### config.mk
export PLATFORM = sky130hd
export DESIGN_NAME = velocity_command_priority_mux
export DESIGN_NICKNAME = d
export VERILOG_FILES = /design/src/rtl/core/vcpm_pkg.sv /design/src/rtl/core/vcpm_cfg_regs.sv /design/src/rtl/core/vcpm_core.sv /design/src/rtl/core/vcpm_out_buf.sv /design/src/rtl/core/velocity_command_priority_mux.sv
export SDC_FILE = /design/constraint.sdc
export NUM_CORES = 1
export LEC_CHECK = 0
export CAP_MARGIN = 5
export CORE_ASPECT_RATIO = 1.5
export CORE_MARGIN = 2
export CORE_UTILIZATION = 35
export DETAILED_ROUTE_END_ITERATION = 16
export DONT_BUFFER_PORTS = 1
export GPL_ROUTABILITY_DRIVEN = 0
export HOLD_SLACK_MARGIN = 0.03
export PLACE_DENSITY = 0.6
export SYNTH_ARGS = -nofsm -noshare
export SYNTH_HDL_FRONTEND = slang
export SYNTH_HIERARCHICAL = 1
export SYNTH_SLANG_ARGS = --single-unit
export TNS_END_PERCENT = 100
### constraint.sdc
create_clock -name aclk -period 9.59 [get_ports aclk]
set_clock_uncertainty 0.05 [all_clocks]
set_input_delay 0.959 -clock aclk [delete_from_list [all_inputs] [get_ports aclk]]
set_output_delay 0.959 -clock aclk [all_outputs]
set_load 0.01 [all_outputs]
### src/rtl/core/vcpm_pkg.sv
// Package for the velocity command priority multiplexer.
// Holds the request, source and register codes and the structs shared by the modules.
// No dependencies.
`default_nettype none

package vcpm_pkg;

    // Request kinds carried in the input tuser field.
    localparam logic [3:0] REQ_TICK         = 4'd0;
    localparam logic [3:0] REQ_TELEOP_CMD   = 4'd1;
    localparam logic [3:0] REQ_WEB_CMD      = 4'd2;
    localparam logic [3:0] REQ_AUTO_CMD     = 4'd3;
    localparam logic [3:0] REQ_TELEOP_STS   = 4'd4;
    localparam logic [3:0] REQ_WEB_STS      = 4'd5;
    localparam logic [3:0] REQ_TELEOP_ESTOP = 4'd6;
    localparam logic [3:0] REQ_GATE         = 4'd7;
    localparam logic [3:0] REQ_GLOBAL_ESTOP = 4'd8;

    // Manual source status codes; anything from STS_ACTIVE upwards counts as active.
    localparam logic [1:0] STS_IDLE   = 2'd0;
    localparam logic [1:0] STS_ESTOP  = 2'd1;
    localparam logic [1:0] STS_ACTIVE = 2'd2;

    // Source codes of a result.
    localparam logic [3:0] SRC_ESTOP        = 4'd0;
    localparam logic [3:0] SRC_TELEOP       = 4'd1;
    localparam logic [3:0] SRC_TELEOP_STALE = 4'd2;
    localparam logic [3:0] SRC_TELEOP_HOLD  = 4'd3;
    localparam logic [3:0] SRC_AUTO         = 4'd4;
    localparam logic [3:0] SRC_AUTO_STALE   = 4'd5;
    localparam logic [3:0] SRC_WEB          = 4'd6;
    localparam logic [3:0] SRC_WEB_STALE    = 4'd7;
    localparam logic [3:0] SRC_WEB_HOLD     = 4'd8;
    localparam logic [3:0] SRC_GATE_CLOSED  = 4'd9;

    // Command slot and manual source indexes.
    localparam logic [1:0] CMD_TELEOP = 2'd0;
    localparam logic [1:0] CMD_WEB    = 2'd1;
    localparam logic [1:0] CMD_AUTO   = 2'd2;
    localparam logic       MAN_TELEOP = 1'b0;
    localparam logic       MAN_WEB    = 1'b1;

    // Register indexes (byte address is four times the index).
    localparam logic [1:0] REG_MANUAL_TIMEOUT = 2'd0;
    localparam logic [1:0] REG_AUTO_TIMEOUT   = 2'd1;
    localparam logic [1:0] REG_RELEASE_HOLD   = 2'd2;
    localparam logic [1:0] REG_EMIT_PERIOD    = 2'd3;

    localparam int CFG_TICK_W   = 11;
    localparam int CFG_PERIOD_W = 7;

    typedef struct packed {
        logic [CFG_TICK_W-1:0]   manual_timeout_ticks;
        logic [CFG_TICK_W-1:0]   autonomy_timeout_ticks;
        logic [CFG_TICK_W-1:0]   release_hold_ticks;
        logic [CFG_PERIOD_W-1:0] emit_period_ticks;
    } cfg_t;

    typedef struct packed {
        logic [3:0]         req_type;
        logic signed [15:0] lin_vel;
        logic signed [15:0] ang_vel;
        logic               cmd_finite;
        logic [1:0]         status_code;
        logic               flag_value;
    } item_t;

    typedef struct packed {
        logic signed [15:0] out_lin_vel;
        logic signed [15:0] out_ang_vel;
        logic [3:0]         source_code;
    } result_t;

endpackage

`default_nettype wire

### src/rtl/core/vcpm_cfg_regs.sv
// Configuration register file with an APB-style slave port.
// Clamps written values into their legal ranges. Depends on vcpm_pkg.
`default_nettype none

module vcpm_cfg_regs
    import vcpm_pkg::*;
(
    input  wire logic        aclk,
    input  wire logic        aresetn,
    input  wire logic        psel,
    input  wire logic        penable,
    input  wire logic        pwrite,
    input  wire logic [3:0]  paddr,
    input  wire logic [31:0] pwdata,
    output logic      [31:0] prdata,
    output logic             pready,
    output cfg_t             cfg
);

    cfg_t cfg_reg;
    cfg_t cfg_next;
    logic wr_en;
    logic [1:0] reg_idx;

    function automatic logic [CFG_TICK_W-1:0] clamp_tick(
        input logic [CFG_TICK_W-1:0] v,
        input logic [CFG_TICK_W-1:0] lo,
        input logic [CFG_TICK_W-1:0] hi
    );
        logic [CFG_TICK_W-1:0] r;
        if (v < lo) begin
            r = lo;
        end else if (v > hi) begin
            r = hi;
        end else begin
            r = v;
        end
        return r;
    endfunction

    assign pready  = 1'b1;
    assign wr_en   = psel && penable && pwrite && pready;
    assign reg_idx = paddr[3:2];
    assign cfg     = cfg_reg;

    always_comb begin
        cfg_next = cfg_reg;
        if (wr_en) begin
            case (reg_idx)
                REG_MANUAL_TIMEOUT: begin
                    cfg_next.manual_timeout_ticks =
                        clamp_tick(pwdata[CFG_TICK_W-1:0], 11'd50, 11'd2000);
                end
                REG_AUTO_TIMEOUT: begin
                    cfg_next.autonomy_timeout_ticks =
                        clamp_tick(pwdata[CFG_TICK_W-1:0], 11'd50, 11'd2000);
                end
                REG_RELEASE_HOLD: begin
                    cfg_next.release_hold_ticks =
                        clamp_tick(pwdata[CFG_TICK_W-1:0], 11'd0, 11'd2000);
                end
                REG_EMIT_PERIOD: begin
                    cfg_next.emit_period_ticks = CFG_PERIOD_W'(
                        clamp_tick({4'd0, pwdata[CFG_PERIOD_W-1:0]}, 11'd10, 11'd100));
                end
                default: begin
                    cfg_next = cfg_reg;
                end
            endcase
        end
    end

    always_ff @(posedge aclk) begin
        if (!aresetn) begin
            cfg_reg.manual_timeout_ticks   <= 11'd300;
            cfg_reg.autonomy_timeout_ticks <= 11'd600;
            cfg_reg.release_hold_ticks     <= 11'd1000;
            cfg_reg.emit_period_ticks      <= 7'd20;
        end else begin
            cfg_reg <= cfg_next;
        end
    end

    always_comb begin
        case (reg_idx)
            REG_MANUAL_TIMEOUT: prdata = 32'(cfg_reg.manual_timeout_ticks);
            REG_AUTO_TIMEOUT:   prdata = 32'(cfg_reg.autonomy_timeout_ticks);
            REG_RELEASE_HOLD:   prdata = 32'(cfg_reg.release_hold_ticks);
            REG_EMIT_PERIOD:    prdata = 32'(cfg_reg.emit_period_ticks);
            default:            prdata = 32'd0;
        endcase
    end

endmodule

`default_nettype wire

### src/rtl/core/vcpm_core.sv
// Event register, source state and priority selection of the multiplexer.
// Applies one registered event per cycle and forms a result on emitting ticks. Depends on vcpm_pkg.
`default_nettype none

module vcpm_core
    import vcpm_pkg::*;
#(
    parameter int VEL_WIDTH = 16,
    parameter int AGE_WIDTH = 11
) (
    input  wire logic  aclk,
    input  wire logic  aresetn,
    input  wire logic  item_load,
    input  item_t      item_in,
    input  cfg_t       cfg,
    output logic       item_pending,
    output logic       res_push,
    output result_t    res
);

    localparam logic [AGE_WIDTH-1:0] AGE_MAX = {AGE_WIDTH{1'b1}};
    localparam int CMP_W = (AGE_WIDTH > CFG_TICK_W) ? AGE_WIDTH : CFG_TICK_W;

    item_t item_reg;
    logic  item_valid_reg;

    logic [VEL_WIDTH-1:0] cmd_lin_reg [3];
    logic [VEL_WIDTH-1:0] cmd_ang_reg [3];
    logic [2:0]           cmd_valid_reg, cmd_valid_next;
    logic [2:0]           cmd_seen_reg, cmd_seen_next;
    logic [AGE_WIDTH-1:0] cmd_age_reg [3];
    logic [AGE_WIDTH-1:0] cmd_age_next [3];
    logic [1:0]           sts_code_reg [2];
    logic [1:0]           sts_code_next [2];
    logic [1:0]           sts_seen_reg, sts_seen_next;
    logic [AGE_WIDTH-1:0] sts_age_reg [2];
    logic [AGE_WIDTH-1:0] sts_age_next [2];
    logic [1:0]           src_active_reg, src_active_next;
    logic [1:0]           hold_armed_reg, hold_armed_next;
    logic [AGE_WIDTH-1:0] hold_age_reg [2];
    logic [AGE_WIDTH-1:0] hold_age_next [2];
    logic                 tele_estop_reg, tele_estop_next;
    logic                 glob_estop_reg, glob_estop_next;
    logic                 gate_open_reg, gate_open_next;
    logic                 gate_seen_reg, gate_seen_next;
    logic [CFG_PERIOD_W-1:0] emit_cnt_reg, emit_cnt_next, emit_cnt_inc;

    logic       take_cmd;
    logic [1:0] cmd_idx;
    logic       take_sts;
    logic       sts_idx;
    logic       sts_act;
    logic       emit;

    function automatic logic [AGE_WIDTH-1:0] age_up(input logic [AGE_WIDTH-1:0] a);
        return (a == AGE_MAX) ? a : a + 1'b1;
    endfunction

    function automatic logic within_limit(
        input logic [AGE_WIDTH-1:0]  age,
        input logic [CFG_TICK_W-1:0] limit
    );
        return (age != AGE_MAX) && (CMP_W'(age) <= CMP_W'(limit));
    endfunction

    assign item_pending = item_valid_reg;

    // Event register.
    always_ff @(posedge aclk) begin
        if (!aresetn) begin
            item_valid_reg <= 1'b0;
        end else begin
            item_valid_reg <= item_load;
        end
    end

    always_ff @(posedge aclk) begin
        if (item_load) begin
            item_reg <= item_in;
        end
    end

    // Next state for the registered event.
    always_comb begin
        cmd_valid_next  = cmd_valid_reg;
        cmd_seen_next   = cmd_seen_reg;
        sts_seen_next   = sts_seen_reg;
        src_active_next = src_active_reg;
        hold_armed_next = hold_armed_reg;
        tele_estop_next = tele_estop_reg;
        glob_estop_next = glob_estop_reg;
        gate_open_next  = gate_open_reg;
        gate_seen_next  = gate_seen_reg;
        emit_cnt_next   = emit_cnt_reg;
        emit_cnt_inc    = emit_cnt_reg + 1'b1;
        emit            = 1'b0;
        take_cmd        = 1'b0;
        cmd_idx         = CMD_TELEOP;
        take_sts        = 1'b0;
        sts_idx         = MAN_TELEOP;
        sts_act         = item_reg.status_code >= STS_ACTIVE;
        for (int i = 0; i < 3; i++) begin
            cmd_age_next[i] = cmd_age_reg[i];
        end
        for (int i = 0; i < 2; i++) begin
            sts_code_next[i] = sts_code_reg[i];
            sts_age_next[i]  = sts_age_reg[i];
            hold_age_next[i] = hold_age_reg[i];
        end

        if (item_valid_reg) begin
            case (item_reg.req_type)
                REQ_TICK: begin
                    for (int i = 0; i < 3; i++) begin
                        cmd_age_next[i] = age_up(cmd_age_reg[i]);
                    end
                    for (int i = 0; i < 2; i++) begin
                        sts_age_next[i]  = age_up(sts_age_reg[i]);
                        hold_age_next[i] = age_up(hold_age_reg[i]);
                    end
                    if (emit_cnt_inc >= cfg.emit_period_ticks) begin
                        emit          = 1'b1;
                        emit_cnt_next = '0;
                    end else begin
                        emit_cnt_next = emit_cnt_inc;
                    end
                end
                REQ_TELEOP_CMD: begin
                    take_cmd = 1'b1;
                    cmd_idx  = CMD_TELEOP;
                end
                REQ_WEB_CMD: begin
                    take_cmd = 1'b1;
                    cmd_idx  = CMD_WEB;
                end
                REQ_AUTO_CMD: begin
                    take_cmd = 1'b1;
                    cmd_idx  = CMD_AUTO;
                end
                REQ_TELEOP_STS: begin
                    take_sts = 1'b1;
                    sts_idx  = MAN_TELEOP;
                end
                REQ_WEB_STS: begin
                    take_sts = 1'b1;
                    sts_idx  = MAN_WEB;
                end
                REQ_TELEOP_ESTOP: begin
                    tele_estop_next = item_reg.flag_value;
                end
                REQ_GATE: begin
                    gate_open_next = item_reg.flag_value;
                    gate_seen_next = 1'b1;
                end
                REQ_GLOBAL_ESTOP: begin
                    glob_estop_next = item_reg.flag_value;
                end
                default: begin
                    emit = 1'b0;
                end
            endcase
        end

        // A non-finite command only drops the valid flag; value and age stay.
        if (take_cmd) begin
            cmd_valid_next[cmd_idx] = item_reg.cmd_finite;
            if (item_reg.cmd_finite) begin
                cmd_seen_next[cmd_idx] = 1'b1;
                cmd_age_next[cmd_idx]  = '0;
            end
        end

        // An active status, or a clean release of an active source, rearms the hold.
        if (take_sts) begin
            sts_code_next[sts_idx]   = item_reg.status_code;
            sts_seen_next[sts_idx]   = 1'b1;
            sts_age_next[sts_idx]    = '0;
            src_active_next[sts_idx] = sts_act;
            if (sts_act || (src_active_reg[sts_idx] && item_reg.status_code == STS_IDLE)) begin
                hold_armed_next[sts_idx] = 1'b1;
                hold_age_next[sts_idx]   = '0;
            end
        end
    end

    always_ff @(posedge aclk) begin
        if (!aresetn) begin
            cmd_valid_reg  <= '0;
            cmd_seen_reg   <= '0;
            sts_seen_reg   <= '0;
            src_active_reg <= '0;
            hold_armed_reg <= '0;
            tele_estop_reg <= 1'b0;
            glob_estop_reg <= 1'b0;
            gate_open_reg  <= 1'b0;
            gate_seen_reg  <= 1'b0;
            emit_cnt_reg   <= '0;
            for (int i = 0; i < 3; i++) begin
                cmd_age_reg[i] <= '0;
            end
            for (int i = 0; i < 2; i++) begin
                sts_code_reg[i] <= STS_IDLE;
                sts_age_reg[i]  <= '0;
                hold_age_reg[i] <= '0;
            end
        end else begin
            cmd_valid_reg  <= cmd_valid_next;
            cmd_seen_reg   <= cmd_seen_next;
            sts_seen_reg   <= sts_seen_next;
            src_active_reg <= src_active_next;
            hold_armed_reg <= hold_armed_next;
            tele_estop_reg <= tele_estop_next;
            glob_estop_reg <= glob_estop_next;
            gate_open_reg  <= gate_open_next;
            gate_seen_reg  <= gate_seen_next;
            emit_cnt_reg   <= emit_cnt_next;
            for (int i = 0; i < 3; i++) begin
                cmd_age_reg[i] <= cmd_age_next[i];
            end
            for (int i = 0; i < 2; i++) begin
                sts_code_reg[i] <= sts_code_next[i];
                sts_age_reg[i]  <= sts_age_next[i];
                hold_age_reg[i] <= hold_age_next[i];
            end
        end
    end

    // Stored commands are only read once their seen flag is set, so they need no reset.
    always_ff @(posedge aclk) begin
        if (take_cmd && item_reg.cmd_finite) begin
            cmd_lin_reg[cmd_idx] <= VEL_WIDTH'($unsigned(item_reg.lin_vel));
            cmd_ang_reg[cmd_idx] <= VEL_WIDTH'($unsigned(item_reg.ang_vel));
        end
    end

    // Priority selection on the state as it stands after this tick's ageing.
    logic sf0, sf1, estop, tele_act, web_act, tele_hold, web_hold, gate_ok;
    logic c0, c1, c2;
    logic pick_valid;
    logic [1:0] pick_idx;
    logic [3:0] code;

    always_comb begin
        sf0 = sts_seen_next[0] && within_limit(sts_age_next[0], cfg.manual_timeout_ticks);
        sf1 = sts_seen_next[1] && within_limit(sts_age_next[1], cfg.manual_timeout_ticks);
        estop = glob_estop_next || tele_estop_next ||
                (sf0 && sts_code_next[0] == STS_ESTOP) ||
                (sf1 && sts_code_next[1] == STS_ESTOP);
        tele_act  = sf0 && (sts_code_next[0] >= STS_ACTIVE);
        web_act   = sf1 && (sts_code_next[1] >= STS_ACTIVE);
        tele_hold = hold_armed_next[0] &&
                    within_limit(hold_age_next[0], cfg.release_hold_ticks);
        web_hold  = hold_armed_next[1] &&
                    within_limit(hold_age_next[1], cfg.release_hold_ticks);
        gate_ok   = gate_seen_next && gate_open_next;
        c0 = cmd_valid_next[0] && cmd_seen_next[0] &&
             within_limit(cmd_age_next[0], cfg.manual_timeout_ticks);
        c1 = cmd_valid_next[1] && cmd_seen_next[1] &&
             within_limit(cmd_age_next[1], cfg.manual_timeout_ticks);
        c2 = cmd_valid_next[2] && cmd_seen_next[2] &&
             within_limit(cmd_age_next[2], cfg.autonomy_timeout_ticks);

        pick_valid = 1'b0;
        pick_idx   = CMD_TELEOP;
        if (estop) begin
            code = SRC_ESTOP;
        end else if (tele_act) begin
            code       = c0 ? SRC_TELEOP : SRC_TELEOP_STALE;
            pick_valid = c0;
            pick_idx   = CMD_TELEOP;
        end else if (tele_hold) begin
            code = SRC_TELEOP_HOLD;
        end else if (gate_ok) begin
            code       = c2 ? SRC_AUTO : SRC_AUTO_STALE;
            pick_valid = c2;
            pick_idx   = CMD_AUTO;
        end else if (web_act) begin
            code       = c1 ? SRC_WEB : SRC_WEB_STALE;
            pick_valid = c1;
            pick_idx   = CMD_WEB;
        end else if (web_hold) begin
            code = SRC_WEB_HOLD;
        end else begin
            code = SRC_GATE_CLOSED;
        end

        res.source_code = code;
        if (pick_valid) begin
            res.out_lin_vel = 16'(cmd_lin_reg[pick_idx]);
            res.out_ang_vel = 16'(cmd_ang_reg[pick_idx]);
        end else begin
            res.out_lin_vel = '0;
            res.out_ang_vel = '0;
        end
    end

    assign res_push = emit;

endmodule

`default_nettype wire

### src/rtl/core/vcpm_out_buf.sv
// Two-entry result buffer that drives the master stream side.
// Lets the event path keep running while results wait. Depends on vcpm_pkg.
`default_nettype none

module vcpm_out_buf
    import vcpm_pkg::*;
(
    input  wire logic  aclk,
    input  wire logic  aresetn,
    input  wire logic  push,
    input  result_t    push_data,
    input  wire logic  m_tready,
    output logic       m_tvalid,
    output result_t    m_data,
    output logic [1:0] level
);

    result_t    slot_reg [2];
    logic       wr_ptr_reg, rd_ptr_reg;
    logic [1:0] count_reg;
    logic       pop;

    assign m_tvalid = count_reg != 2'd0;
    assign m_data   = slot_reg[rd_ptr_reg];
    assign pop      = m_tvalid && m_tready;
    assign level    = count_reg;

    always_ff @(posedge aclk) begin
        if (!aresetn) begin
            wr_ptr_reg <= 1'b0;
            rd_ptr_reg <= 1'b0;
            count_reg  <= 2'd0;
        end else begin
            if (push) begin
                wr_ptr_reg <= ~wr_ptr_reg;
            end
            if (pop) begin
                rd_ptr_reg <= ~rd_ptr_reg;
            end
            case ({push, pop})
                2'b10:   count_reg <= count_reg + 2'd1;
                2'b01:   count_reg <= count_reg - 2'd1;
                default: count_reg <= count_reg;
            endcase
        end
    end

    always_ff @(posedge aclk) begin
        if (push) begin
            slot_reg[wr_ptr_reg] <= push_data;
        end
    end

endmodule

`default_nettype wire

### src/rtl/core/velocity_command_priority_mux.sv
// An emitting tick passes the event register and its result is then registered in the buffer.
// Throughput: one input transaction per cycle; s_tready falls only while the two-entry result
// buffer and the event register together already account for two results.
// Reset: aresetn is synchronous and active low; it clears all source state, flags, ages and the
// emit counter and returns the registers to 300, 600, 1000 and 20 ticks.
`default_nettype none

module velocity_command_priority_mux
    import vcpm_pkg::*;
#(
    parameter int VEL_WIDTH = 16,
    parameter int AGE_WIDTH = 11
) (
    input  wire logic        aclk,
    input  wire logic        aresetn,

    // Event stream.
    input  wire logic        s_tvalid,
    output logic             s_tready,
    // tdata from bit 0: lin_vel[15:0], ang_vel[31:16], cmd_finite[32], status_code[34:33],
    // flag_value[35], zero padding[39:36].
    input  wire logic [39:0] s_tdata,
    // tuser from bit 0: req_type[3:0].
    input  wire logic [3:0]  s_tuser,

    // Result stream.
    output logic             m_tvalid,
    input  wire logic        m_tready,
    // tdata from bit 0: out_lin_vel[15:0], out_ang_vel[31:16], source_code[35:32],
    // zero padding[39:36].
    output logic      [39:0] m_tdata,

    // Register port.
    input  wire logic        psel,
    input  wire logic        penable,
    input  wire logic        pwrite,
    input  wire logic [3:0]  paddr,
    input  wire logic [31:0] pwdata,
    output logic      [31:0] prdata,
    output logic             pready
);

    cfg_t       cfg;
    item_t      item;
    result_t    res;
    result_t    m_res;
    logic       item_load;
    logic       item_pending;
    logic       res_push;
    logic [1:0] level;
    logic [2:0] credit_used;

    // The register block holds the four limits; software must write them only while the
    // block is idle. The block itself does not enforce this; the event path uses them directly.
    vcpm_cfg_regs u_cfg (
        .aclk    (aclk),
        .aresetn (aresetn),
        .psel    (psel),
        .penable (penable),
        .pwrite  (pwrite),
        .paddr   (paddr),
        .pwdata  (pwdata),
        .prdata  (prdata),
        .pready  (pready),
        .cfg     (cfg)
    );

    // Unpack the event transaction.
    always_comb begin
        item.req_type    = s_tuser;
        item.lin_vel     = s_tdata[15:0];
        item.ang_vel     = s_tdata[31:16];
        item.cmd_finite  = s_tdata[32];
        item.status_code = s_tdata[34:33];
        item.flag_value  = s_tdata[35];
    end

    // Every event may yield at most one result. An event is accepted only when the
    // buffer can still take a result from it and from the event already registered,
    // so the buffer never overflows and no result is lost.
    assign credit_used = 3'(level) + 3'(item_pending);
    assign s_tready    = credit_used < 3'd2;
    assign item_load   = s_tvalid && s_tready;

    // The event register, source state and priority selection sit in the core; the
    // result of an emitting tick leaves it combinationally and is registered in the buffer.
    vcpm_core #(
        .VEL_WIDTH (VEL_WIDTH),
        .AGE_WIDTH (AGE_WIDTH)
    ) u_core (
        .aclk         (aclk),
        .aresetn      (aresetn),
        .item_load    (item_load),
        .item_in      (item),
        .cfg          (cfg),
        .item_pending (item_pending),
        .res_push     (res_push),
        .res          (res)
    );

    vcpm_out_buf u_out (
        .aclk      (aclk),
        .aresetn   (aresetn),
        .push      (res_push),
        .push_data (res),
        .m_tready  (m_tready),
        .m_tvalid  (m_tvalid),
        .m_data    (m_res),
        .level     (level)
    );

    // Pack the result transaction.
    assign m_tdata = {4'd0, m_res.source_code, m_res.out_ang_vel, m_res.out_lin_vel};

endmodule

`default_nettype wire

==> results of run 1 <==
==> cell usage after synthesis, drive strengths merged, types with 7 or more instances <==
| cell type | number | share of area, % |
|---|---|---|
| a211oi | 10 | 0.41 |
| a21boi | 14 | 0.58 |
| a21o | 14 | 0.62 |
| a21oi | 61 | 1.7 |
| a22oi | 34 | 1.4 |
| a2bb2oi | 33 | 1.6 |
| a31oi | 15 | 0.63 |
| and2 | 31 | 1.1 |
| and3 | 16 | 0.55 |
| and4 | 9 | 0.43 |
| buf | 65 | 2.4 |
| clkbuf | 46 | 0.96 |
| dfxtp | 150 | 16 |
| edfxtp | 208 | 34 |
| ha | 93 | 6.4 |
| inv | 66 | 1.4 |
| mux2 | 37 | 2.3 |
| mux2i | 28 | 1.5 |
| mux4 | 7 | 0.86 |
| nand2 | 143 | 2.9 |
| nand2b | 9 | 0.31 |
| nand3 | 78 | 2.2 |
| nand3b | 8 | 0.33 |
| nand4 | 37 | 1.3 |
| nor2 | 142 | 3.1 |
| nor2b | 22 | 0.75 |
| nor3 | 85 | 3.2 |
| nor3b | 7 | 0.34 |
| nor4 | 19 | 0.77 |
| o211ai | 13 | 0.61 |
| o21a | 14 | 0.58 |
| o21ai | 64 | 1.8 |
| o311ai | 8 | 0.42 |
| o31ai | 8 | 0.40 |
| or4 | 7 | 0.31 |
| xnor2 | 20 | 0.96 |
| xor2 | 13 | 0.62 |
==> through the flow <==
step	utilization (%)	hold WS (ps)	power [mW]	area [µm²]	cells
2_1_floorplan	-	376	1.75	18300	1737
3_3_place_gp	36.3	383	1.76	18700	2319
3_5_place_dp	36.3	392	1.77	18700	2319
4_1_cts	38.7	401	3.21	19900	2384
5_1_grt	38.7	421	3.27	19900	2384
6_report	38.7	400	3.16	19900	2384
==> worst register-to-register path, delay by kind of cell (launching register included) <==
family	cells	cell delay, ps
AO/OA/AOI/OAI	7	1750
XOR/XNOR	1	230
adder cells (fa/ha/maj)	1	340
buffers and inverters	1	510
flip-flops	1	530
AND/OR/NAND/NOR	6	2260
==> metal layers <==
layer	part of all wire (%)	GRT usage [%]
met5	0.028	0
met4	3.7	7.00
met3	5.2	2.68
met2	52	31.0
met1	39	19.1
==> logic make-up (layout without fill, tap and decap cells) <==
logic type,Yosys count,count (layout)
buffers and inverters,178,149
other,3,26
multiplexers,72,72
AND/OR/NAND/NOR,643,643
adder cells (fa/ha/maj),93,93
XOR/XNOR,33,33
flip-flops,358,358
AO/OA/AOI/OAI,334,334
==> final cells by class <==
type,instances,area [µm²],share of cell area (%)
Sequential cell,358,9250,46.4
Multi-Input combinational cell,1201,8260,41.4
Clock buffer,45,966,4.84
Tap cell,676,846,4.24
Inverter,67,251,1.26
Clock inverter,20,235,1.18
Timing Repair Buffer,17,128,0.640
==> worst min path at each step <==
stage                     depth (start not counted)                        to                     start
after floorplan                                   2      u_core/gate_seen_reg      u_core/gate_seen_reg
after CTS                                         2    u_core/cmd_seen_reg[1]    u_core/cmd_seen_reg[1]
final                                             2    u_core/cmd_seen_reg[1]    u_core/cmd_seen_reg[1]
after global placement                            2      u_core/gate_seen_reg      u_core/gate_seen_reg
after detailed placement                          2    u_core/cmd_seen_reg[1]    u_core/cmd_seen_reg[1]
after global routing                              2  u_core/src_active_reg[1]  u_core/src_active_reg[1]
==> report_power, final <==
group	switching [mW]	internal (mW)
sequential	0.0135	1.64
clock	0.618	0.812
combinational	0.0563	0.0266
total	0.688	2.47
==> results.md, run 1 <==
* Status: finished, final reports clean
* Most common cell after layout, fill and taps aside: edfxtp_1
* MaxCap Viol Count at 0
* CP Class: register to register
* Detailed Place HPWL at 31200 µm
* Max Fclk at 168 MHz
* H-tree levels at 2
* Cells after Synth at 1714
* Slew margin rel. at 32.8%
* Antenna Cells at 0
* Core Rows at 102
* Worst min-delay path class: register to register
* Final setup vio count at 0
* Mapped cell area at 18300 µm²
* Drt via density at 5.48
* CP peak stage delay at 780 ps
* CTS Hold Bufs at 0
* Final Critical Period at 5940 ps
* Final Hold Viols at 0
* CP Launch Point: u_core/item_reg[37]
* Core region area at 51600 µm²
* CP max-delay cell: or4b_4
* Crit path max-delay family: simple AND/OR/NAND/NOR gates
* Sequential cell area fraction in the yosys report at 50.6%
* Port bufs at 0
* 1st-iter DRT viols at 812
* Initial Util at 35.4%
* Grt ovf at 0
* Avg Cell Area, Syn at 10.7 µm²
* Worst setup margin at 3650 ps
* Adder-cell area share of the yosys netlist at 6.37%
* Number of global-route vias before repair at 13000
* CTS max path bufs at 3
* RSZ-0062 raised after global routing: false
* Commonest cells after routing, fill and taps aside: 208 x edfxtp_1, 149 x dfxtp_1, 143 x nand2_1
* CP Cell Sequence: or4b_4 > nor2_8 > nand2b_1 > or3_1 > xor2_1 > nor2_1 > ha_1 > a211oi_1 > a21oi_1 > o31ai_1 > a31oi_1 > a311o_1 > o211a_4 > a31oi_4 > buf_4 > nor3_1
* Crit end category: register
* Crit path max fanout at 32
* Critical R2R Capture: u_out/slot_reg[1][35]
* Pwr Density at 159 nW/µm²
* Distinct cells, synth at 96
* Global-route wire length before repair at 71900 µm
* Routed len/inst at 19.4 µm
* Number of CTS-inserted buffers at 37
* TritonCTS clock tree: built
* Filler instances at 5051
* # DRC at 0
* Ys Warns at 6
* Slew Viols, Final at 0
* Setup Buffers After CTS at 0
* Top_reg_cell synth: edfxtp_1
* Clk sinks at 358
* Post-synthesis register bit count at 358
* Final nets at 1862
* Final WL at 46200 µm
* Buf+Inv Stages, Crit Path at 1
* Setup crit end: u_out/slot_reg[1][35]
* 1st-pass router iterations at 5
* Worst EP required at 9810 ps
* Leak at 7.04 nW
* Element type at the critical path start: register
* Max VDD drop at 118 µV
* Initial antenna violation count at 2
* Layout cells sized above 1 at 10.9%
* Final period util at 61.9%
* Post-CTS sizing at 0
* Xor/xnor share of the synthesized area at 1.58%
* Layout Area Growth over Synthesis at 9.19%
* FFs w/ async S/R, synth at 0%
* Die area at 54100 µm²
* Vias at 13100
* Largest net degree at the start of global routing at 76
* Worst path arrival time at 6160 ps
* Largest family of logic cells by synthesized area: simple AND/OR/NAND/NOR gates
* Least-Margin Pin Slew at 1010 ps
* DP Worst Slack at 3850 ps
* Mux cell area share after synthesis at 4.68%
* Max reg flops at 72
* Tot GR Track Use at 16.9%
* Levels on crit path at 16
* Ports at 162
* Depth of the worst register-to-register path at 16
* Simple-Gate Fraction of Synth Area at 18.9%
* Number of flops mapped to enable cells by yosys at 208
* Synth Area in Compound Gates at 13.0%
* Die height at 284 µm
* Clock Pin Slew Worst Setup and Hold Paths at 60 ps
* R2R setup slack at 3650 ps
* Clk_lat worst skew at 560 ps
* Root Driver: clkbuf_16
* Reg2reg start: u_core/item_reg[37]
* Die W at 191 µm
* Final ANT Viol Nets at 0
* Sum Neg Setup Slack at 0 ps
(Power assumes the default switching activity.)
==> inputs of run 2 (changes only) <==
--- a/config.mk
+++ b/config.mk
@@ -13,7 +13,7 @@
 export DONT_BUFFER_PORTS = 1
 export GPL_ROUTABILITY_DRIVEN = 0
 export HOLD_SLACK_MARGIN = 0.03
-export PLACE_DENSITY = 0.6
+export PLACE_DENSITY = 0.62
 export SYNTH_ARGS = -nofsm -noshare
 export SYNTH_HDL_FRONTEND = slang
 export SYNTH_HIERARCHICAL = 1
==> constraint.sdc (replaced) <==
create_clock -name aclk -period 5.3 [get_ports aclk]
set_clock_uncertainty 0.05 [all_clocks]
set_input_delay 0.53 -clock aclk [delete_from_list [all_inputs] [get_ports aclk]]
set_output_delay 0.53 -clock aclk [all_outputs]
set_load 0.01 [all_outputs]
==> results.md, run 2 (synthesis results as in run 1) <==
* Design Power at 5.91 mW (+87%)
* Grt ovf at 0 (unchanged)
* TritonCTS clock tree: built
* CP max-delay cell: or4b_4
* Routed wl met3 at 2240 µm (-7.1%)
* Detailed Place HPWL at 31700 µm (+1.7%)
* Hold Path End: u_out/rd_ptr_reg
* CP peak stage delay at 660 ps (-120 ps)
* Non-filler instance count after layout at 2452 (+2.9%)
* R2R setup slack at 360 ps (-3290 ps)
* Final nets at 1928 (+3.5%)
* Hold Path Origin: aresetn
* Commonest cells after routing, fill and taps aside: 208 x edfxtp_1, 149 x dfxtp_1, 143 x nand2_1
* Clock Pin Slew Worst Setup and Hold Paths at 60 ps (about the same)
* Placed Area at 18900 µm² (+0.82%)
* Max Fclk at 202 MHz (+20%)
* # DRC at 0 (unchanged)
* Final ANT Viol Nets at 0 (unchanged)
* Element type at the critical path start: register
* Slew margin rel. at 23.3% (-9.6 points)
* Initial Util at 35.4% (unchanged)
* 1st-iter DRT viols at 839 (+3.3%)
* Number of CTS-inserted buffers at 39 (+5.4%)
* Reg2reg start: u_core/item_reg[37]
* Crit path max fanout at 32 (unchanged)
* DR WL met2 at 24600 µm (+2.8%)
* Placed Instances at 2333 (+0.60%)
* Clk sinks at 358 (unchanged)
* Sum Neg Setup Slack at 0 ps (unchanged)
* Depth of the worst register-to-register path at 16 (unchanged)
* Ports at 162 (unchanged)
* Most common cell after layout, fill and taps aside: edfxtp_1
* Core region area at 51600 µm² (unchanged)
* Worst path arrival time at 5280 ps (-880 ps)
* Drt via density at 5.47 (-0.13%)
* Slew Viols, Final at 0 (unchanged)
* Worst min-delay path class: input port to register
* MaxCap Viol Count at 0 (unchanged)
* Routed len/inst at 19.3 µm (-0.53%)
* Root Driver: clkbuf_16
* CP Launch Point: u_core/item_reg[37]
* Crit end category: register
* Die height at 284 µm (unchanged)
* Max VDD drop at 230 µV (+94%)
* Pwr Density at 286 nW/µm² (+80%)
* Final setup vio count at 0 (unchanged)
* Global-route wire length before repair at 74500 µm (+3.7%)
* Least-Margin Pin Slew at 1150 ps (+140 ps)
* Wire length on met1 at 18700 µm (+3.5%)
* Die area at 54100 µm² (unchanged)
* Crit path max-delay family: simple AND/OR/NAND/NOR gates
* Final WL at 47200 µm (+2.3%)
* Clk_lat worst skew at 560 ps (about the same)
* Largest net degree at the start of global routing at 58 (-24%)
* Number of global-route vias before repair at 13600 (+4.1%)
* Vias at 13400 (+2.7%)
* Die W at 191 µm (unchanged)
* Critical R2R Capture: u_out/slot_reg[1][35]
* Design Area, Final at 20700 µm² (+3.7%)
* Tot GR Track Use at 17.5% (+0.68 points)
* CP Cell Sequence: or4b_4 > nor2_8 > buf_4 > nand2_1 > o21ai_0 > a21oi_1 > ha_1 > and4_1 > a41o_1 > or4_1 > o31ai_1 > nand3_1 > a211oi_1 > a31oi_4 > buf_12 > nor3_1
* Final period util at 93.2% (+31 points)
* Status: finished, final reports clean
* Final Critical Period at 4940 ps (-1000 ps)
* Top routing layer used: met5
* Hold Path Depth at 1 (-1)
* RSZ-0062 raised after global routing: false
* Max reg flops at 72 (unchanged)
* Worst EP required at 5640 ps (-4170 ps)
* 1st-pass router iterations at 7 (+2)
* Layout Area Growth over Synthesis at 13.2%
* Leak at 7.38 nW (+4.8%)
* Final Hold Viols at 0 (unchanged)
* Buf+Inv Stages, Crit Path at 2 (+1)
* CTS max path bufs at 3 (unchanged)
* Initial antenna violation count at 2 (unchanged)
* Port bufs at 0 (unchanged)
* Final hold slack at 57.6 ps (-343 ps)
* Filler instances at 4939 (-2.2%)
* H-tree levels at 2 (unchanged)
* Core Rows at 102 (unchanged)
* CP Class: register to register
* Layout cells sized above 1 at 11.4% (+0.49 points)
-- run 2: metrics by stage --
stage | utilization [%] | worst slack, ps
after floorplan | - | 695
after global placement | 36.6 | 419
after detailed placement | 36.6 | 403
after CTS | 40.1 | 390
after global routing | 40.1 | 20.2
final | 40.1 | 362
-- run 2: final cells by class --
type	count	area (µm²)	area share (%)
clock inverter	21	250	1.21
tap	676	846	4.09
sequential	358	9250	44.7
antenna	1	2.50	0.0121
multi-input combinational	1201	8260	40.0
inverter	67	251	1.22
timing repair buffer	81	783	3.79
clock buffer	47	1030	4.97
-- run 2: power breakdown --
part | internal [mW] | switching [mW] | leakage (nW) | total, mW
registers | 2.96 | 0.0251 | 3.13 | 2.99
logic | 0.0757 | 0.119 | 3.63 | 0.195
clock network | 1.59 | 1.14 | 0.623 | 2.73
total | 4.63 | 1.28 | 7.38 | 5.91
-- run 2: worst max path at each step --
stage	endpoint	slack (ps)	depth (start not counted)
6_report	u_out/slot_reg[1][35]	360	16
5_1_grt	u_out/slot_reg[1][35]	20	17
4_1_cts	u_out/slot_reg[1][35]	390	16
3_5_place_dp	u_out/slot_reg[1][35]	400	16
3_3_place_gp	u_out/slot_reg[0][4]	420	16
2_1_floorplan	u_out/slot_reg[0][5]	700	17
-- run 2: layer usage --
| layer | track usage [%] | up-vias |
|---|---|---|
| met3 | 2.94 | 91 |
| met2 | 32.4 | 366 |
| li1 | - | 6403 |
| met1 | 19.7 | 6562 |
| met4 | 7.00 | 2 |
| met5 | 0 | - |
-- run 2: timing repair --
| item | 4_1_cts | 5_1_grt |
|---|---|---|
| hold buffers | 50 | 0 |
| setup buffers | 0 | 0 |
| gates resized for setup | 0 | 0 |
| setup endpoints to repair | 0 | 0 |
| endpoints found under the hold margin | 67 | 0 |
==> inputs of run 3 (changes only) <==
--- a/config.mk
+++ b/config.mk
@@ -16,6 +16,5 @@
 export PLACE_DENSITY = 0.62
 export SYNTH_ARGS = -nofsm -noshare
 export SYNTH_HDL_FRONTEND = slang
-export SYNTH_HIERARCHICAL = 1
 export SYNTH_SLANG_ARGS = --single-unit
 export TNS_END_PERCENT = 100
==> constraint.sdc (replaced) <==
create_clock -name aclk -period 4.5 [get_ports aclk]
set_clock_uncertainty 0.05 [all_clocks]
set_input_delay 0.45 -clock aclk [delete_from_list [all_inputs] [get_ports aclk]]
set_output_delay 0.45 -clock aclk [all_outputs]
set_load 0.01 [all_outputs]
==> results.md, run 3 <==
* Worst EP required at 4730 ps (-910 ps)
* CTS max path bufs at 3 (unchanged)
* Synth area leaders: edfxtp_1 35%, dfxtp_1 17%, ha_1 6.5%
* Mapped cell area at 18000 µm² (-1.4%)
* Final WL at 50200 µm (+6.4%)
* Leak at 7.71 nW (+4.4%)
* Design Power at 6.97 mW (+18%)
* Final hold slack at 64.4 ps (+6.79 ps)
* Least-Margin Pin Slew at 1030 ps (-115 ps)
* Sequential cell area fraction in the yosys report at 51.3% (+0.70 points)
* Crit path max fanout at 34 (+6.3%)
* Setup Buffers After CTS at 0 (unchanged)
* Synth top area share at 34.7% (+0.48 points)
* MaxCap Viol Count at 0 (unchanged)
* Largest net degree at the start of global routing at 49 (-16%)
* Ys Warns at 0 (-6)
* Final period util at 95.7% (+2.5 points)
* H-tree levels at 2 (unchanged)
* Placed Area at 19100 µm² (+1.2%)
* Routed len/inst at 19.6 µm (+2.0%)
* Multi-input gate area at 8230 µm² (-0.36%)
* Layout Area Growth over Synthesis at 17.8%
* TritonCTS clock tree: built
* CP Class: register to register
* FFs w/ async S/R, synth at 0% (unchanged)
* # DRC at 0 (unchanged)
* Core Rows at 101 (-0.98%)
* Drt via density at 5.43 (-0.77%)
* Initial Util at 35.5% (+0.036 points)
* Most common cell after layout, fill and taps aside: nor2_1
* Initial antenna violation count at 0 (-2)
* Yosys top cell by area: edfxtp_1
* Slew margin rel. at 31.2% (+7.9 points)
* Clock Pin Slew Worst Setup and Hold Paths at 60 ps (about the same)
* Number of global-route vias before repair at 13900 (+2.6%)
* Avg Cell Area, Syn at 10.2 µm² (-4.5%)
* Clk_lat worst skew at 580 ps (+20 ps)
* Root Driver: clkbuf_16
* Die W at 189 µm (-0.67%)
* 1st-pass router iterations at 5 (-2)
* Port bufs at 0 (unchanged)
* R2R setup slack at 190 ps (-170 ps)
* Status: finished, final reports clean
* Commonest cells after routing, fill and taps aside: 223 x nor2_1, 208 x edfxtp_1, 147 x dfxtp_1
* Element type at the critical path start: register
* Worst min-delay path class: input port to register
* Max VDD drop at 286 µV (+24%)
* Pwr Density at 329 nW/µm² (+15%)
* Ports at 162 (unchanged)
* Worst path arrival time at 4540 ps (-740 ps)
* Final Critical Period at 4310 ps (-631 ps)
* Detailed Place HPWL at 34200 µm (+7.7%)
* Cells after Synth at 1771 (+3.3%)
* Design Area, Final at 21200 µm² (+2.6%)
* Grt ovf at 0 (unchanged)
* Number of CTS-inserted buffers at 38 (-2.6%)
* Worst setup margin at 193 ps (-169 ps)
* Max reg flops at 72 (unchanged)
* Tot GR Track Use at 18.5% (+0.97 points)
* DP Worst Slack at -34.9 ps (-438 ps)
* Antenna Cells at 0 (-1)
* Filler instances at 4853 (-1.7%)
* Seq. cell area at 9250 µm² (about the same)
* Die area at 53300 µm² (-1.3%)
* 1st-iter DRT viols at 917 (+9.3%)
* Final setup vio count at 0 (unchanged)
* Post-synth top cells: 226 x nor2_1, 208 x edfxtp_1, 150 x dfxtp_1
* Final ANT Viol Nets at 0 (unchanged)
* Final Hold Viols at 0 (unchanged)
* Post-synthesis register bit count at 358 (unchanged)
* Crit end category: register
* Top_reg_cell synth: edfxtp_1
* Cell with the most instances after synthesis: nor2_1
* Layout cells sized above 1 at 13.6% (+2.2 points)
* Max Fclk at 232 MHz (+15%)
* Vias at 13900 (+3.5%)
* Distinct cells, synth at 86 (-10%)
* Global-route wire length before repair at 76300 µm (+2.4%)
* Die height at 282 µm (-0.68%)
* Final nets at 2042 (+5.9%)
* Number of flops mapped to enable cells by yosys at 208 (unchanged)
* Slew Viols, Final at 0 (unchanged)
* Clk sinks at 358 (unchanged)
* Core region area at 50800 µm² (-1.5%)
## run 3: final cells by class
type                       instances  share of cell area [%]
sequential                       358                    43.6
clock inverter                    18                   0.997
timing repair buffer             132                    5.98
multi-input combinational       1232                    38.8
clock buffer                      49                    4.87
tap                              669                    3.95
inverter                         100                    1.77
## run 3: cell families after synthesis
logic type / synth area share (%)
flops: 51.3
compound gates: 12.8
fa+ha+maj: 6.46
buf+inv: 5.12
other cells: 0.0417
simple gates: 17.5
xor+xnor: 2.33
mux: 4.41
## run 3: critical path, cell delays in order (launching register included)
cell	delay, ps
dfxtp_1	350
ha_1	190
nand3_1	150
nor3_2	240
nor2_2	90
nand2_1	110
xor2_1	190
nor2_1	90
ha_1	300
a21o_1	180
a21o_1	180
a2111oi_2	390
o211ai_1	190
buf_4	170
a21oi_1	160
o21ai_0	130
o311a_1	390
buf_12	200
o21ai_0	200
a211oi_4	60
## run 3: routing by layer
layer,wire length (µm),global-route usage (%),vias up
met3,2820,3.15,129
met2,25700,33.8,452
met4,2740,10.3,0
met1,19000,20.3,6735
li1,-,-,6580
met5,0,0,-
## run 3: repair_timing
action                                  CTS  global route
gates resized for setup                   3            59
pin swaps                                 0             3
endpoints found under the setup margin   13            70
gates cloned                              0             1
hold buffers                             53             0
endpoints found under the hold margin   106             0
## run 3: worst paths after layout
check	startpoint	endpoint	cells after the start
max	u_core.sts_age_reg[0][0]	u_out.slot_reg[0][31]	19
min	aresetn	u_core.item_pending	1
max reg2reg	u_core.sts_age_reg[0][0]	u_out.slot_reg[0][31]	19
min reg2reg	u_core.cmd_seen_reg[2]	u_core.cmd_seen_reg[2]	2
## run 3: power breakdown
group	switching (mW)	total (mW)	internal [mW]
sequential	0.0274	3.52	3.49
clock	1.33	3.19	1.86
combinational	0.165	0.263	0.0986
total	1.52	6.97	5.45
## run 3: metrics by stage
| stage | std cells | utilization, % | setup TNS, ps |
|---|---|---|---|
| final | 2558 | 41.8 | 0 |
| after global routing | 2558 | 41.8 | -97.9 |
| after CTS | 2557 | 41.1 | 0 |
| after detailed placement | 2437 | 37.6 | -173 |
| after global placement | 2437 | 37.6 | 0 |
| after floorplan | 1795 | - | 0 |
